<file path="src/rtl/pid_with_integral_window_assert.svh">
// Assertion macros for the PID controller with integral window
`ifndef PID_WITH_INTEGRAL_WINDOW_ASSERT_SVH
`define PID_WITH_INTEGRAL_WINDOW_ASSERT_SVH

// same-cycle implication, sampled on clk, off during reset
`define PIDW_ASSERT_NOW(label, ante, cons) \
  label: assert property (@(posedge clk) disable iff (!rst_n) (ante) |-> (cons)) \
    else $error("pidw assertion failed");

// next-cycle implication, sampled on clk, off during reset
`define PIDW_ASSERT_NEXT(label, ante, cons) \
  label: assert property (@(posedge clk) disable iff (!rst_n) (ante) |=> (cons)) \
    else $error("pidw assertion failed");

`endif

</file>
<file path="src/rtl/pidw_pkg.sv">
// Types and codes shared by the PID controller with integral window
`timescale 1ns / 1ps
`default_nettype none
package pidw_pkg;

  typedef struct packed {
    logic signed [31:0] sample;
    logic signed [31:0] setpoint;
    logic               enable;
  } pidw_in_t;

  typedef struct packed {
    logic signed [15:0] motor_drive;
    logic signed [31:0] error_value;
  } pidw_out_t;

  typedef struct packed {
    logic signed [15:0] kp;
    logic signed [15:0] ki;
    logic signed [15:0] kd;
    logic        [30:0] integral_window;
    logic signed [15:0] drive_max;
    logic signed [15:0] drive_min;
    logic signed [15:0] sensor_scale;
    logic signed [15:0] motor_scale;
  } pidw_cfg_t;

  typedef enum logic [2:0] {
    CFG_KP           = 3'd0,
    CFG_KI           = 3'd1,
    CFG_KD           = 3'd2,
    CFG_WINDOW       = 3'd3,
    CFG_DRIVE_MAX    = 3'd4,
    CFG_DRIVE_MIN    = 3'd5,
    CFG_SENSOR_SCALE = 3'd6,
    CFG_MOTOR_SCALE  = 3'd7
  } pidw_cfg_idx_t;

  typedef enum logic [3:0] {
    ST_IDLE,
    ST_SCALE,
    ST_ERR,
    ST_PROP,
    ST_DERIV,
    ST_INT_LO,
    ST_INT_HI,
    ST_SUM,
    ST_CLAMP,
    ST_MOTOR,
    ST_OUT
  } pidw_state_t;

  typedef enum logic [2:0] {
    MUL_SCALE,
    MUL_PROP,
    MUL_DERIV,
    MUL_INT_LO,
    MUL_INT_HI,
    MUL_MOTOR
  } pidw_mul_sel_t;

  typedef enum logic [1:0] {
    ACC_HOLD,
    ACC_CLEAR,
    ACC_ADD,
    ACC_ADD_HI
  } pidw_acc_op_t;

  typedef struct packed {
    logic          ld_in;
    logic          clr_state;
    logic          mul_en;
    pidw_mul_sel_t mul_sel;
    logic          ld_err;
    pidw_acc_op_t  acc_op;
    logic          ld_drive;
    logic          ld_out;
  } pidw_cmd_t;

  typedef struct packed {
    logic enable;
  } pidw_status_t;

endpackage
`default_nettype wire

</file>
<file path="src/rtl/pidw_regs.sv">
// Configuration register file of the PID controller with integral window
`timescale 1ns / 1ps
`default_nettype none
module pidw_regs
  import pidw_pkg::*;
(
  input  wire logic        clk,
  input  wire logic        rst_n,
  input  wire logic        cfg_we,
  input  wire logic [2:0]  cfg_addr,
  input  wire logic [30:0] cfg_wdata,
  output pidw_cfg_t        cfg
);

  pidw_cfg_t cfg_r;

  always_ff @(posedge clk) begin
    if (!rst_n) begin
      cfg_r.kp              <= 16'sd0;
      cfg_r.ki              <= 16'sd0;
      cfg_r.kd              <= 16'sd0;
      cfg_r.integral_window <= 31'd50;
      cfg_r.drive_max       <= 16'sd127;
      cfg_r.drive_min       <= -16'sd127;
      cfg_r.sensor_scale    <= 16'sd256;
      cfg_r.motor_scale     <= 16'sd256;
    end else if (cfg_we) begin
      unique case (pidw_cfg_idx_t'(cfg_addr))
        CFG_KP:           cfg_r.kp              <= cfg_wdata[15:0];
        CFG_KI:           cfg_r.ki              <= cfg_wdata[15:0];
        CFG_KD:           cfg_r.kd              <= cfg_wdata[15:0];
        CFG_WINDOW:       cfg_r.integral_window <= cfg_wdata;
        CFG_DRIVE_MAX:    cfg_r.drive_max       <= cfg_wdata[15:0];
        CFG_DRIVE_MIN:    cfg_r.drive_min       <= cfg_wdata[15:0];
        CFG_SENSOR_SCALE: cfg_r.sensor_scale    <= cfg_wdata[15:0];
        CFG_MOTOR_SCALE:  cfg_r.motor_scale     <= cfg_wdata[15:0];
      endcase
    end
  end

  assign cfg = cfg_r;

endmodule
`default_nettype wire

</file>
<file path="src/rtl/pidw_ctrl.sv">
// Sequencer of the PID controller with integral window
`timescale 1ns / 1ps
`default_nettype none
module pidw_ctrl
  import pidw_pkg::*;
(
  input  wire logic   clk,
  input  wire logic   rst_n,
  input  wire logic   in_valid,
  output logic        in_ready,
  output logic        out_valid,
  input  wire logic   out_ready,
  input  wire pidw_status_t status,
  output pidw_cmd_t   cmd
);

  pidw_state_t state_r, state_nxt;
  logic        out_valid_r, out_valid_nxt;

  always_ff @(posedge clk) begin
    if (!rst_n) begin
      state_r     <= ST_IDLE;
      out_valid_r <= 1'b0;
    end else begin
      state_r     <= state_nxt;
      out_valid_r <= out_valid_nxt;
    end
  end

  always_comb begin
    state_nxt     = state_r;
    in_ready      = 1'b0;
    cmd           = '0;
    cmd.mul_sel   = MUL_SCALE;
    cmd.acc_op    = ACC_HOLD;
    unique case (state_r)
      ST_IDLE: begin
        in_ready = 1'b1;
        if (in_valid) begin
          cmd.ld_in = 1'b1;
          if (status.enable) begin
            state_nxt = ST_SCALE;
          end else begin
            cmd.clr_state = 1'b1;
            state_nxt     = ST_OUT;
          end
        end
      end
      ST_SCALE: begin
        cmd.mul_en  = 1'b1;
        cmd.mul_sel = MUL_SCALE;
        state_nxt   = ST_ERR;
      end
      ST_ERR: begin
        cmd.ld_err = 1'b1;
        cmd.acc_op = ACC_CLEAR;
        state_nxt  = ST_PROP;
      end
      ST_PROP: begin
        cmd.mul_en  = 1'b1;
        cmd.mul_sel = MUL_PROP;
        state_nxt   = ST_DERIV;
      end
      ST_DERIV: begin
        cmd.mul_en  = 1'b1;
        cmd.mul_sel = MUL_DERIV;
        cmd.acc_op  = ACC_ADD;
        state_nxt   = ST_INT_LO;
      end
      ST_INT_LO: begin
        cmd.mul_en  = 1'b1;
        cmd.mul_sel = MUL_INT_LO;
        cmd.acc_op  = ACC_ADD;
        state_nxt   = ST_INT_HI;
      end
      ST_INT_HI: begin
        cmd.mul_en  = 1'b1;
        cmd.mul_sel = MUL_INT_HI;
        cmd.acc_op  = ACC_ADD;
        state_nxt   = ST_SUM;
      end
      ST_SUM: begin
        cmd.acc_op = ACC_ADD_HI;
        state_nxt  = ST_CLAMP;
      end
      ST_CLAMP: begin
        cmd.ld_drive = 1'b1;
        state_nxt    = ST_MOTOR;
      end
      ST_MOTOR: begin
        cmd.mul_en  = 1'b1;
        cmd.mul_sel = MUL_MOTOR;
        state_nxt   = ST_OUT;
      end
      ST_OUT: begin
        if (!out_valid_r || out_ready) begin
          cmd.ld_out = 1'b1;
          state_nxt  = ST_IDLE;
        end
      end
      default: state_nxt = ST_IDLE;
    endcase
  end

  always_comb begin
    if (cmd.ld_out) begin
      out_valid_nxt = 1'b1;
    end else if (out_ready) begin
      out_valid_nxt = 1'b0;
    end else begin
      out_valid_nxt = out_valid_r;
    end
  end

  assign out_valid = out_valid_r;

endmodule
`default_nettype wire

</file>
<file path="src/rtl/pidw_datapath.sv">
// Datapath of the PID controller with integral window: one shared multiplier
`timescale 1ns / 1ps
`default_nettype none
module pidw_datapath
  import pidw_pkg::*;
(
  input  wire logic clk,
  input  wire logic rst_n,
  input  wire pidw_cfg_t cfg,
  input  wire pidw_cmd_t cmd,
  input  wire pidw_in_t  in_data,
  output pidw_out_t out_data
);

  localparam logic signed [31:0] Max32 = 32'sh7FFF_FFFF;
  localparam logic signed [31:0] Min32 = 32'sh8000_0000;
  localparam logic signed [47:0] Max48 = 48'sh7FFF_FFFF_FFFF;
  localparam logic signed [47:0] Min48 = 48'sh8000_0000_0000;
  localparam logic signed [15:0] Max16 = 16'sh7FFF;
  localparam logic signed [15:0] Min16 = 16'sh8000;

  logic signed [31:0] sample_r;
  logic signed [31:0] setpoint_r;
  logic               en_r;
  logic signed [48:0] prod_r;
  logic signed [31:0] err_r;
  logic signed [31:0] prev_r;
  logic signed [47:0] sum_r;
  logic signed [32:0] deriv_r;
  logic signed [63:0] acc_r;
  logic signed [15:0] drive_r;
  pidw_out_t          out_r;

  logic signed [15:0] a_op;
  logic signed [32:0] b_op;
  logic signed [48:0] prod_nxt;

  logic signed [40:0] scaled_w;
  logic signed [31:0] scaled;
  logic signed [32:0] diff;
  logic signed [31:0] err_nxt;
  logic        [32:0] mag;
  logic               in_win;
  logic signed [48:0] sum_add;
  logic signed [47:0] sum_sat;
  logic signed [47:0] sum_nxt;
  logic signed [32:0] deriv_nxt;
  logic signed [63:0] acc_nxt;

  logic signed [55:0] acc_sh;
  logic signed [55:0] dmax_w;
  logic signed [55:0] dmin_w;
  logic signed [55:0] drive_hi;
  logic signed [55:0] drive_lo;

  logic signed [23:0] motor_w;
  logic signed [15:0] motor;

  // operand select for the shared multiplier
  always_comb begin
    unique case (cmd.mul_sel)
      MUL_SCALE: begin
        a_op = cfg.sensor_scale;
        b_op = $signed({sample_r[31], sample_r});
      end
      MUL_PROP: begin
        a_op = cfg.kp;
        b_op = $signed({err_r[31], err_r});
      end
      MUL_DERIV: begin
        a_op = cfg.kd;
        b_op = deriv_r;
      end
      MUL_INT_LO: begin
        a_op = cfg.ki;
        b_op = $signed({9'd0, sum_r[23:0]});
      end
      MUL_INT_HI: begin
        a_op = cfg.ki;
        b_op = $signed({{9{sum_r[47]}}, sum_r[47:24]});
      end
      MUL_MOTOR: begin
        a_op = cfg.motor_scale;
        b_op = $signed({{17{drive_r[15]}}, drive_r});
      end
      default: begin
        a_op = cfg.kp;
        b_op = deriv_r;
      end
    endcase
  end

  assign prod_nxt = a_op * b_op;

  // scaled sample, error, window test, integral and derivative
  always_comb begin
    scaled_w = prod_r[48:8];
    if (scaled_w[40:31] == {10{scaled_w[40]}}) begin
      scaled = scaled_w[31:0];
    end else begin
      scaled = scaled_w[40] ? Min32 : Max32;
    end
    diff = $signed({scaled[31], scaled}) - $signed({setpoint_r[31], setpoint_r});
    if (diff[32] == diff[31]) begin
      err_nxt = diff[31:0];
    end else begin
      err_nxt = diff[32] ? Min32 : Max32;
    end
    mag     = err_nxt[31] ? (33'd0 - {err_nxt[31], err_nxt}) : {1'b0, err_nxt};
    in_win  = mag < {2'd0, cfg.integral_window};
    sum_add = $signed({sum_r[47], sum_r}) + $signed({{17{err_nxt[31]}}, err_nxt});
    if (sum_add[48] == sum_add[47]) begin
      sum_sat = sum_add[47:0];
    end else begin
      sum_sat = sum_add[48] ? Min48 : Max48;
    end
    sum_nxt   = ((cfg.ki != 16'sd0) && in_win) ? sum_sat : 48'sd0;
    deriv_nxt = $signed({err_nxt[31], err_nxt}) - $signed({prev_r[31], prev_r});
  end

  always_comb begin
    unique case (cmd.acc_op)
      ACC_HOLD:   acc_nxt = acc_r;
      ACC_CLEAR:  acc_nxt = 64'sd0;
      ACC_ADD:    acc_nxt = acc_r + $signed({{15{prod_r[48]}}, prod_r});
      ACC_ADD_HI: acc_nxt = acc_r + $signed({prod_r[39:0], 24'd0});
      default:    acc_nxt = acc_r;
    endcase
  end

  // upper clamp first, lower clamp wins when the limits cross
  always_comb begin
    acc_sh   = acc_r[63:8];
    dmax_w   = $signed({{40{cfg.drive_max[15]}}, cfg.drive_max});
    dmin_w   = $signed({{40{cfg.drive_min[15]}}, cfg.drive_min});
    drive_hi = (acc_sh > dmax_w) ? dmax_w : acc_sh;
    drive_lo = (drive_hi < dmin_w) ? dmin_w : drive_hi;
  end

  always_comb begin
    motor_w = prod_r[31:8];
    if (motor_w[23:15] == {9{motor_w[23]}}) begin
      motor = motor_w[15:0];
    end else begin
      motor = motor_w[23] ? Min16 : Max16;
    end
  end

  always_ff @(posedge clk) begin
    if (!rst_n) begin
      prev_r <= 32'sd0;
      sum_r  <= 48'sd0;
    end else if (cmd.clr_state) begin
      prev_r <= 32'sd0;
      sum_r  <= 48'sd0;
    end else if (cmd.ld_err) begin
      prev_r <= err_nxt;
      sum_r  <= sum_nxt;
    end
  end

  always_ff @(posedge clk) begin
    if (cmd.ld_in) begin
      sample_r   <= in_data.sample;
      setpoint_r <= in_data.setpoint;
      en_r       <= in_data.enable;
    end
    if (cmd.mul_en) begin
      prod_r <= prod_nxt;
    end
    if (cmd.ld_err) begin
      err_r   <= err_nxt;
      deriv_r <= deriv_nxt;
    end
    acc_r <= acc_nxt;
    if (cmd.ld_drive) begin
      drive_r <= drive_lo[15:0];
    end
    if (cmd.ld_out) begin
      out_r.motor_drive <= en_r ? motor : 16'sd0;
      out_r.error_value <= en_r ? err_r : 32'sd0;
    end
  end

  assign out_data = out_r;

endmodule
`default_nettype wire

</file>
<file path="src/rtl/pid_with_integral_window.sv">
// Top level of the PID controller with integral window
//
//   channel  direction  handshake                payload
//   in       input      in_valid / in_ready      pidw_in_t  (sample, setpoint, enable)
//   out      output     out_valid / out_ready    pidw_out_t (motor_drive, error_value)
//   cfg      input      cfg_we                   cfg_addr (3 bits), cfg_wdata (31 bits)
//
// An enabled beat runs six products one after another through a single 16 x 33
// multiplier, plus error, sum, clamp and output steps. A disabled beat goes from
// accept straight to its output step.
// Synchronous active-low reset; loop state, sequencer and config reset at once, no sweep.
// The output register holds a result while out_ready is low; a new beat is taken
// meanwhile and waits in its output step until the register frees.
`timescale 1ns / 1ps
`default_nettype none
`include "pid_with_integral_window_assert.svh"
module pid_with_integral_window
  import pidw_pkg::*;
(
  input  wire logic        clk,
  input  wire logic        rst_n,
  input  wire logic        in_valid,
  output logic             in_ready,
  input  wire pidw_in_t    in_data,
  output logic             out_valid,
  input  wire logic        out_ready,
  output pidw_out_t        out_data,
  input  wire logic        cfg_we,
  input  wire logic [2:0]  cfg_addr,
  input  wire logic [30:0] cfg_wdata
);

  pidw_cfg_t    cfg;
  pidw_cmd_t    cmd;
  pidw_status_t status;

  assign status.enable = in_data.enable;

  pidw_regs u_regs (
    .clk       (clk),
    .rst_n     (rst_n),
    .cfg_we    (cfg_we),
    .cfg_addr  (cfg_addr),
    .cfg_wdata (cfg_wdata),
    .cfg       (cfg)
  );

  pidw_ctrl u_ctrl (
    .clk       (clk),
    .rst_n     (rst_n),
    .in_valid  (in_valid),
    .in_ready  (in_ready),
    .out_valid (out_valid),
    .out_ready (out_ready),
    .status    (status),
    .cmd       (cmd)
  );

  pidw_datapath u_dp (
    .clk      (clk),
    .rst_n    (rst_n),
    .cfg      (cfg),
    .cmd      (cmd),
    .in_data  (in_data),
    .out_data (out_data)
  );

  `PIDW_ASSERT_NEXT(a_one_beat_at_a_time, in_valid && in_ready, !in_ready)
  `PIDW_ASSERT_NEXT(a_disabled_gives_zero,
                    in_valid && in_ready && !in_data.enable && !out_valid,
                    ##1 (out_valid && out_data == '0))
  `PIDW_ASSERT_NOW(a_result_only_when_busy, $rose(out_valid), !$past(in_ready))

endmodule
`default_nettype wire

</file>
<file path="config.mk">
export PLATFORM = sky130hd
export DESIGN_NAME = pid_with_integral_window
export DESIGN_NICKNAME = d
export VERILOG_FILES = /design/src/rtl/pidw_pkg.sv /design/src/rtl/pidw_regs.sv /design/src/rtl/pidw_ctrl.sv /design/src/rtl/pidw_datapath.sv /design/src/rtl/pid_with_integral_window.sv
export VERILOG_INCLUDE_DIRS = /design/src /design/src/rtl
export SDC_FILE = /design/constraint.sdc
export NUM_CORES = 2
export LEC_CHECK = 0
export BUFFER_PORTS_ARGS = -buffer_cell sky130_fd_sc_hd__buf_2
export CAP_MARGIN = 5
export CORE_ASPECT_RATIO = 0.75
export CORE_MARGIN = 5
export CORE_UTILIZATION = 26
export CTS_CLUSTER_DIAMETER = 200
export DETAILED_ROUTE_END_ITERATION = 10
export GPL_TIMING_DRIVEN = 0
export PLACE_DENSITY = 0.37
export SETUP_SLACK_MARGIN = 0.2
export SYNTH_ARGS = -nofsm -noshare
export SYNTH_HDL_FRONTEND = slang
export SYNTH_HIERARCHICAL = 1
export SYNTH_SLANG_ARGS = --single-unit
</file>
<file path="constraint.sdc">
create_clock -name clk -period 27 [get_ports clk]
set_input_delay 5.4 -clock clk [delete_from_list [all_inputs] [get_ports clk]]
set_output_delay 5.4 -clock clk [all_outputs]
set_load 0.02 [all_outputs]
</file>
==> impl_metrics.csv <==
group,metric,value,unit
detailed_routing,wl_per_cell,25.5,um
synthesis,synth_cell_type_count,113,
die,std_cell_rows,146,
finish,drive_gt1_frac,0.0670,
job,drv_cap,0,
clock_network,root_buffer,"clkbuf_16",
synthesis,synth-edff-count,307,
detailed_routing,drc_errors,0,
placed_design,place.gp.congestion,0.917,
power,ir_drop,183,uV
sta,fin_skew,0.0349,ns
die,dieArea,222000,um^2
worst_setup_path,cp.required,27.58,ns
worst_setup_path,slowest_stage,"clkbuf_1",
sta,fin_crit,14.14,ns
die,die_w,543,um
clock_network,h-tree-depth,3,
sta,hold_viol,0,
synthesis,synth_area,55400,um^2
worst_setup_path,cp_common_cell,"clkbuf_1",
global_routing,grt_pass1_vias,47000,
worst_setup_path,end_kind,"flip-flop",
power,power_density,147,nW/um^2
worst_setup_path,reg2regPathDepth,42,
detailed_routing,drtIter0Drc,4642,
clock_network,cts_tree,"yes",
finish,final_cells,9309,
clock_network,clkTransAtPathRegs,0.06,ns
synthesis,syn_inst,6178,
sta,fin_tns_setup,0,ns
finish,nets,7505,
worst_setup_path,path_max_fanout,11,
die,die_y,410,um
sta,fmax,70.7,MHz
worst_setup_path,worstPathArrival,14.71,ns
synthesis,ys_ff_latch,535,
status,status,"finished, final reports clean",
sta,final.period_utilization,0.524,
worst_setup_path,rrSetupSlack,12.86,ns
worst_setup_path,r2r_end,"u_dp/sum_r[40]",
clock_network,ctsHoldBuffers,0,
die,initial_core_util,0.262,
detailed_routing,detail-route-antenna-nets,0,
clock_network,cts.sink_count,535,
synthesis,synth-main-ff-cell,"edfxtp_1",
sta,final-max-slew-violation-count,0,
power,leakagePower,0.0276,uW
worst_setup_path,path_class,"reg -> reg",
clock_network,cts_setup_buffers,0,
placed_design,place_hpwl,199000,um
hold_path,hp-class,"reg -> reg",
sta,setup_violations,0,
synthesis,yosysSeqAreaShare,0.249,
worst_setup_path,reg2reg_from,"u_dp/prod_r[48]",
worst_setup_path,critPathMaxStageDelay,0.97,ns
clock_network,clockBufferDepth,3,
sta,holdWs,0.457,ns
synthesis,synth_fp_nets,7246,
placed_design,dpl.cell_count,9177,
detailed_routing,vias,47400,
hold_path,min-delay-start,"u_regs/cfg[86]",
sta,slew_headroom,0.0294,
finish,area_delta_synth_final,12.9,%
detailed_routing,routed_wl,238000,um
synthesis,syn_area_per_cell,8.96,um^2
placed_design,io_buffers,149,
global_routing,antenna_found_initial,36,
sta,tightest_slew,1.46,ns
hold_path,hold-path-endpoint,"u_regs/cfg[86]",
clock_network,cts_buffers,67,
worst_setup_path,cp-start-kind,"flip-flop",
clock_network,cts_resized,0,
global_routing,grt_first_pass_wirelength,342000,um
detailed_routing,first_pass_iters,5,
die,core_area,212000,um^2
detailed_routing,routed_via_density,5.10,
global_routing,grt-ovfl-total,0,
sta,rsz0062_at_grt,"false",
global_routing,grt_util_all_layers,0.210,
synthesis,async_flop_share,0,
die,ioPinCount,154,
hold_path,whs_path_depth,2,
global_routing,grt_max_degree,49,
clock_network,clk_latency,0.67,ns
synthesis,yosysWarnings,6,
[cells in the final DEF, fill, tap and decap left out, types with 58 or more instances in the layout]
master / n
a21o_1: 198
a21oi_1: 312
and2_1: 120
buf_2: 175
clkbuf_1: 228
clkbuf_16: 70
dfxtp_1: 228
edfxtp_1: 307
fa_1: 505
ha_1: 459
inv_1: 726
mux2i_1: 198
nand2_1: 777
nand3_1: 103
nand4_1: 58
nor2_1: 468
nor2b_1: 96
nor3_1: 69
o21a_1: 66
o21ai_0: 259
xnor2_1: 146
xor2_1: 95
[area by class of cell]
type | count | area [um^2]
multi-input combinational | 4642 | 37800
timing repair buffer | 190 | 1230
tap | 2812 | 3520
fill | 22600 | 149000
clock buffer | 90 | 1870
antenna | 5 | 12.5
buffer | 267 | 1140
clock inverter | 34 | 392
sequential | 535 | 13800
inverter | 734 | 2760
[how the worst max path moves through the flow]
stage                      startpoint         endpoint  cells after the start
floorplan           u_ctrl/state_r[1]  u_dp/prod_r[48]                     30
global placement    u_ctrl/state_r[0]   u_dp/sum_r[37]                      9
detailed placement    u_dp/prod_r[48]   u_dp/sum_r[39]                     43
CTS                   u_dp/prod_r[48]   u_dp/sum_r[40]                     43
global route          u_dp/prod_r[48]   u_dp/sum_r[40]                     42
finish                u_dp/prod_r[48]   u_dp/sum_r[40]                     42
[per-stage QoR]
step	total power, uW	util	worst slack, ns	area [um^2]
after global routing	9860	0.295	12.49	62500
after detailed placement	8040	0.284	13.52	60200
after floorplan	5630	-	18.10	55400
final	9180	0.296	12.86	62500
after global placement	8010	0.282	11.53	59600
after CTS	9080	0.295	13.44	62400
[state kept, by name, indices dropped and copies added, names as in the netlist, 32 cells and up]
name and cells:
u_dp/err_r 32, u_dp/prod_r 49, u_dp/sample_r 32, u_dp/acc_r 64
u_dp/sum_r 48, u_dp/prev_r 32, u_dp/setpoint_r 32, u_dp/out_data 48
u_dp/deriv_r 33, u_regs/cfg 143
[critical path: cells and delay by family, from the launching register on]
family                   cells  cell delay [ns]
flip-flops                   1             0.66
AO/OA/AOI/OAI               11             2.87
adder cells (fa/ha/maj)      3             1.15
buffers and inverters       15             5.38
AND/OR/NAND/NOR             13             3.87
[cells in the mapped netlist, types with 198 or more instances]
cell      number  area share
a21o_1       198       0.027
a21oi_1      316       0.029
clkbuf_1     212       0.014
dfxtp_1      228       0.082
edfxtp_1     307        0.17
fa_1         505        0.18
ha_1         459        0.10
inv_1        729       0.049
mux2i_1      198       0.036
nand2_1      777       0.053
nor2_1       468       0.032
o21ai_0      264       0.024
[cell families after synthesis]
logic type,after synthesis,synth area share
simple gates,1906,0.159
mux,217,0.0403
flops,535,0.249
fa+ha+maj,964,0.286
buf+inv,1001,0.0704
xor+xnor,241,0.0381
compound gates,1314,0.157
[routing by layer]
layer / GRT usage / up-vias / share of wire
li1: - / 21700 / -
met1: 0.344 / 24000 / 0.53
met2: 0.285 / 1556 / 0.38
met3: 0.0376 / 163 / 0.075
met4: 0.0302 / 4 / 0.014
met5: 0 / - / 0.000097
[report_power, final]
part	leakage (uW)	switching [uW]	internal, uW
clock network	0.00109	418	543
registers	0.00472	243	1220
logic	0.0218	4470	2300
(Power assumes the default switching activity.)
